==> src/design/pmst_cell.sv <==
// pmst_cell: one vertex of the prim chain, holds lowcost, nearest and in-tree
// no dependencies; running minimum is handed to the next cell each cycle
`default_nettype none

module pmst_cell #(
    parameter int VW  = 6,
    parameter int LW  = 17,
    parameter int IDX = 0
) (
    input  wire logic          clk,
    input  wire logic          rst_n,
    input  wire logic          init,
    input  wire logic [VW-1:0] cur_v,
    input  wire logic [LW-1:0] rdata,
    input  wire logic          tok_in,
    input  wire logic [LW-1:0] best_in,
    input  wire logic [VW-1:0] idx_in,
    input  wire logic [VW-1:0] near_in,
    output logic               tok_out,
    output logic      [LW-1:0] best_out,
    output logic      [VW-1:0] idx_out,
    output logic      [VW-1:0] near_out
);

    logic          in_tree_reg, in_tree_next;
    logic [LW-1:0] low_reg, low_next;
    logic [VW-1:0] near_reg, near_next;
    logic          self;

    assign self = (cur_v == VW'(IDX));

    always_comb
    begin
        in_tree_next = in_tree_reg;
        low_next     = low_reg;
        near_next    = near_reg;
        if (init)
        begin
            in_tree_next = self;
            low_next     = self ? '0 : rdata;
            near_next    = cur_v;
        end
        else if (self)
        begin
            in_tree_next = 1'b1;
        end
        else if (!in_tree_reg && rdata < low_reg)
        begin
            low_next  = rdata;
            near_next = cur_v;
        end
    end

    always_ff @(posedge clk)
    begin
        if (tok_in)
        begin
            in_tree_reg <= in_tree_next;
            low_reg     <= low_next;
            near_reg    <= near_next;
        end
        if (tok_in && !in_tree_next && low_next < best_in)
        begin
            best_out <= low_next;
            idx_out  <= VW'(IDX);
            near_out <= near_next;
        end
        else
        begin
            best_out <= best_in;
            idx_out  <= idx_in;
            near_out <= near_in;
        end
    end

    always_ff @(posedge clk or negedge rst_n)
    begin
        if (!rst_n)
        begin
            tok_out <= 1'b0;
        end
        else
        begin
            tok_out <= tok_in;
        end
    end

endmodule

`default_nettype wire

==> config.mk <==
export PLATFORM = sky130hd
export DESIGN_NAME = pmst_cell
export DESIGN_NICKNAME = d
export VERILOG_FILES = /design/src/design/pmst_cell.sv
export SDC_FILE = /design/constraint.sdc
export NUM_CORES = 1
export LEC_CHECK = 0
export ABC_AREA = 1
export BUFFER_PORTS_ARGS = -buffer_cell sky130_fd_sc_hd__buf_2
export CORE_MARGIN = 2
export CORE_UTILIZATION = 45
export CTS_CLUSTER_DIAMETER = 40
export CTS_CLUSTER_SIZE = 10
export DETAILED_ROUTE_END_ITERATION = 10
export GPL_TIMING_DRIVEN = 0
export PLACE_DENSITY = 0.81
export SLEW_MARGIN = 40
export SYNTH_ARGS = -nofsm -noshare
export SYNTH_HDL_FRONTEND = slang
export SYNTH_SLANG_ARGS = --single-unit
==> constraint.sdc <==
create_clock -name clk -period 7.6 [get_ports clk]
set_input_delay 1.14 -clock clk [delete_from_list [all_inputs] [get_ports clk]]
set_output_delay 1.14 -clock clk [all_outputs]
set_load 0.005 [all_outputs]
## Yosys cells after proc, flatten, opt, wreduce, memory -nomap -nowiden

Index checks and enable logic that the tools add are counted.

| word-level totals | value |
|---|---|
| bits in registers | 54 |
| bits in latches | 0 |
| bits in writable memories | 0 |
| memory bits (read-only) | 0 |
| bits of input ports | 56 |
| output and inout bits | 30 |
| logic and storage cells | 26 |
| memories kept | 0 |

| operators by class | value |
|---|---|
| $add $sub $neg | 0 |
| multiply operators | 0 |
| divide/modulo/power cells | 0 |
| $lt $le $gt $ge | 2 |
| eq/ne operators | 0 |
| shift operators | 0 |
| muxes and demuxes | 11 |
| bitwise gates (word level) | 0 |
| reduce and logical (&&, ||, !) cells | 6 |

Operators with widths:

| operator | number |
|---|---|
| 17-bit 2-to-1 mux | 5 |
| 17-bit < comparator | 2 |
| 6-bit 2-to-1 mux | 4 |
| 6-bit zero test | 1 |
| 1-bit logical AND | 3 |
| 1-bit zero test | 2 |
| 1-bit 2-to-1 mux | 2 |

## Logic depth before layout (Yosys ltp)

| logic depth | value |
|---|---|
| word-level depth | 8 |
| depth in mapped cells | 28 |
| mapped depth without buffers | 26 |

## Least setup slack after synthesis

Ideal clock, no wire load.

| timing | value |
|---|---|
| path type | input -> register |
| start point | input port rdata[6] |
| end point | register best_out[1] |
| library setup time | 0.058 ns |
| data arrival time | 3.941 ns |
| required time | 7.542 ns |
| path slack | 3.600 ns |
| stages | 23 |
| buffers on the path | 3 |
| cell sequence | ha_1 -> a21oi_1 -> nor2_1 -> nor3_1 -> nand2_1 -> nand2_1 -> nand2_1 -> nand2_2 -> nand2_4 -> inv_2 -> buf_4 -> nor2_1 -> o21ai_1 -> ha_1 -> a21oi_1 -> o21ai_0 -> a221oi_1 -> nand2_1 -> nor2_1 -> buf_2 -> buf_2 -> nand3_1 -> nand2_1 |

| between the ends | value |
|---|---|
| word-level cells in the longest chain between the ends | 8 |
| elaborated cells between the ends (all ways) | 9 |
| classes of those cells | order compare: 2; mux: 5; reduce/logical: 2 |

Ends and longest elaborated chain:

| element | line | RTL |
|---|---|---|
| start, declared | 14 | `input wire logic [LW-1:0] rdata,` |
| 17-bit < comparator | 47 | `else if (!in_tree_reg && rdata < low_reg)` |
| 1-bit logical AND | 47 |  |
| 17-bit 2-to-1 mux | 47 |  |
| 17-bit 2-to-1 mux | 43 | `else if (self)` |
| 17-bit 2-to-1 mux | 37 | `if (init)` |
| net low_next[12] | 26 | `logic [LW-1:0] low_reg, low_next;` |
| 17-bit < comparator | 62 | `if (tok_in && !in_tree_next && low_next < best_in)` |
| 1-bit logical AND | 62 |  |
| 17-bit 2-to-1 mux | 62 |  |
| end signal, assigned | 64 | `best_out <= low_next;` |
| end signal, assigned | 70 | `best_out <= best_in;` |
| end, declared | 20 | `output logic [LW-1:0] best_out,` |

The timed path passes the listed nets, and every way through them passes these cells.
A chain may end at the register's enable or synchronous reset.

## Final worst setup path

| timing | value |
|---|---|
| start point | input port rdata[2] |
| end point | register best_out[5] |

Same word-level chain as after synthesis.

==> reports/summary.txt <==
Top cell type's share of synthesized area: 23.50%
Async set-reset flop share out of synthesis: 1.852%
I/O pin count: 86
CTS Buf Count: 5
TritonCTS clock tree: built
Leakage power: 1.953 nW
Critical path class: input pin to flip-flop
Hold_buf cts: 0
Max_cap viols: 0
Slew margin rel.: 58.34%
Layout cells sized above 1: 23.74%
Sw frac: 32.44%
Chip Width: 86.55 µm
Critical Path RT: 7.86 ns
DRC: 0
Antenna Nets Post-Route: 0
Drt wl/cell: 13.53 µm
Fill cell count: 626
Clock power frac: 24.6%
Number of synthesized register bits: 54
Multi-input logic area: 1474 µm²
Cells after synthesis: 383
Clock latency on the worst-skew pair: 0.32 ns
Crit path buf inv count: 5
Post-DP HPWL: 5796 µm
# nets final: 563
Via/cell ratio: 5.153
Antenna violations before repair: 0
H-tree levels: 2
Final hold violations: 0
Reg-to-reg critical path endpoint: best_out[5]$_DFF_P_
Setup TNS: 0 ns
CP max stage cell: ha_1
Endpoints failing setup: 0
Post-CTS sizing: 0
Clock Root Buffer: clkbuf_8
Fin crit period: 4.486 ns
Max Freq: 222.9 MHz
Clk_skew: 0.01035 ns
Worst R2R Start: low_reg[2]$_DFFE_PP_
# rows: 30
Fin crit share: 59.03%
Largest net degree at the start of global routing: 27
Crit path max-delay family: compound AO/OA/AOI/OAI gates
Gr usage total: 21.05%
CP arrival: 4.75 ns
Worst-Margin Slew: 0.6248 ns
Hold Crit Class: input pin to async pin
Starting DRT DRC Count: 273
Syn nets: 471
CP endpoint kind: flip-flop
Synth area leaders: edfxtp_1, dfxtp_1, ha_1
Number of synthesized flops with an enable pin: 24
Largest area contributor in the netlist: edfxtp_1
Reg2reg setup slack: 3.65 ns
Grt ovf: 0
RSZ-0062 raised after global routing: no
Vias in the first global route: 2858
Internal cell power: 0.4876 mW
Startpoint Class: input pin
Part of the power in registers: 48.6%
Total power: 0.7216 mW
Fin. max-slew vios: 0
R2R depth: 25
CORE AREA: 6681 µm²
Most frequent CP cell: nand2_1
Synth warn: 0
Clk sink count: 54
# Post-CTS Setup Buffers: 0
Critical Path Max Stage Delay: 0.30 ns
Vias: 2865
Clock Pin Slew Worst Setup and Hold Paths: 0.11 ns
Ant diodes: 0
Total Wirelength: 7523 µm
Die Y: 86.55 µm
Synthesized area: 3067 µm²
CP Max Fanout: 10
GPL Wtd Cong: 0.9026
Main flop type after synthesis: dfxtp_1
Comb power frac: 26.8%
VDD IR max: 0.0001000 V
Avg Inst Size Synth: 8.007 µm²
First-pass GRT wire length: 12390 µm
PwrDens: 195.6 nW/µm²
FF/Latch Area: 1326 µm²
Layout Area Growth over Synthesis: 20.32%
Die area: 7491 µm²
Sequential element share of the synthesized area: 43.25%
Status: finished, final reports clean
Initial Util: 45.90%
Port bufs: 85
Max Root-Sink Buffers: 2
P_sw: 0.2341 mW
Synth cell types: 28
Initial DRT Pass Iterations: 6
==> power groups by stage <==
stage / combinational (mW) / clock, mW / sequential (mW)
finish: 0.193 / 0.177 / 0.351
global route: 0.221 / 0.191 / 0.354
CTS: 0.194 / 0.179 / 0.351
detailed placement: 0.193 / 0 / 0.357
global placement: 0.185 / 0 / 0.356
floorplan: 0.113 / 0 / 0.360
==> how the worst max path moves through the flow <==
stage                         from                  end  slack, ns  cells past startpoint
after floorplan           rdata[6]  best_out[1]$_DFF_P_       3.60                     23
final                     rdata[2]  best_out[5]$_DFF_P_       3.11                     25
after global placement    rdata[2]  best_out[0]$_DFF_P_       2.84                     25
after detailed placement  rdata[6]  best_out[6]$_DFF_P_       2.81                     24
after global routing      rdata[6]  best_out[5]$_DFF_P_       2.70                     24
after CTS                 rdata[6]  best_out[6]$_DFF_P_       3.13                     24
==> logic make-up after synthesis <==
| group | Yosys count | share of synthesized area [%] |
|---|---|---|
| and+or+nand+nor | 177 | 24.97 |
| buffers and inverters | 63 | 8.690 |
| AOI/OAI and AO/OA | 57 | 10.04 |
| DFF | 54 | 43.25 |
| adders and majority gates | 32 | 13.06 |
==> Yosys cell counts (3+ instances only) <==
master	n
a21boi_0	6
a21oi_1	14
buf_2	6
clkbuf_1	4
dfxtp_1	29
edfxtp_1	24
ha_1	32
inv_1	45
inv_2	4
nand2_1	103
nand2_2	3
nand3_1	35
nand4_1	3
nor2_1	25
o21ai_0	21
o21ai_1	14
==> metal layers <==
metal	part of all wire [%]	global-route usage, %
met2	48	35.17
met4	1.9	10.09
met3	7.6	5.619
met1	42	25.12
met5	0	0
==> cells in the final DEF (no fill, tap or decap) <==
cell	netlist	layout
nand2_4	1	1
dfxtp_1	29	29
nor4_4	1	1
nor2_1	25	25
nand3_2	1	1
nand4_1	3	3
buf_4	2	2
a21oi_1	14	14
inv_2	4	4
o21ai_1	14	14
a221oi_1	1	1
a21boi_0	6	6
o31a_1	1	1
clkbuf_1	4	4
dfrtp_1	1	1
edfxtp_1	24	24
buf_6	2	2
nor3_1	2	2
clkinv_4	0	1
inv_1	45	45
nand3_1	35	35
inv_6	0	1
clkbuf_8	0	5
nor3b_1	1	1
or2_1	1	1
nand2_1	103	103
inv_8	0	1
nor4_1	1	1
o21ai_0	21	21
ha_1	32	32
nand2_2	3	3
buf_2	6	91
==> through the flow <==
step	cell area, µm²	hold WS [ns]	worst slack [ns]	util [%]	std cells
final	3690	0.5696	3.114	55.22	556
after global routing	3690	0.5634	2.704	55.22	556
after CTS	3690	0.5630	3.130	55.22	556
after detailed placement	3592	0.5691	2.811	53.76	548
after global placement	3592	0.5670	2.836	53.76	548
after floorplan	3067	0.5462	3.600	-	383
==> worst register-to-register path: stages (launching register included) <==
cell and delay (ns):
edfxtp_1 0.37, inv_1 0.05, ha_1 0.29, inv_1 0.04, a21oi_1 0.15, nand2_1 0.07
nand3_1 0.08, nand2_1 0.05, nand2_1 0.05, nand2_1 0.05, nand2_1 0.09, nand2_2 0.09
nand2_4 0.10, buf_2 0.23, o21ai_0 0.11, o21ai_1 0.26, ha_1 0.30, a21oi_1 0.14
o21ai_0 0.13, a221oi_1 0.29, nand2_1 0.09, nor2_1 0.17, buf_2 0.24, buf_2 0.26
nand3_1 0.10, nand2_1 0.10
==> cell type report <==
| type | instances | share of cell area [%] |
|---|---|---|
| clock buffer | 5 | 1.865 |
| multi-input combinational | 266 | 39.95 |
| buffer | 14 | 2.238 |
| inverter | 49 | 4.985 |
| clock inverter | 3 | 0.7799 |
| timing repair buffer | 85 | 11.53 |
| sequential | 54 | 35.94 |
| tap | 80 | 2.713 |
No activity file was read; power rests on OpenSTA's default activity.
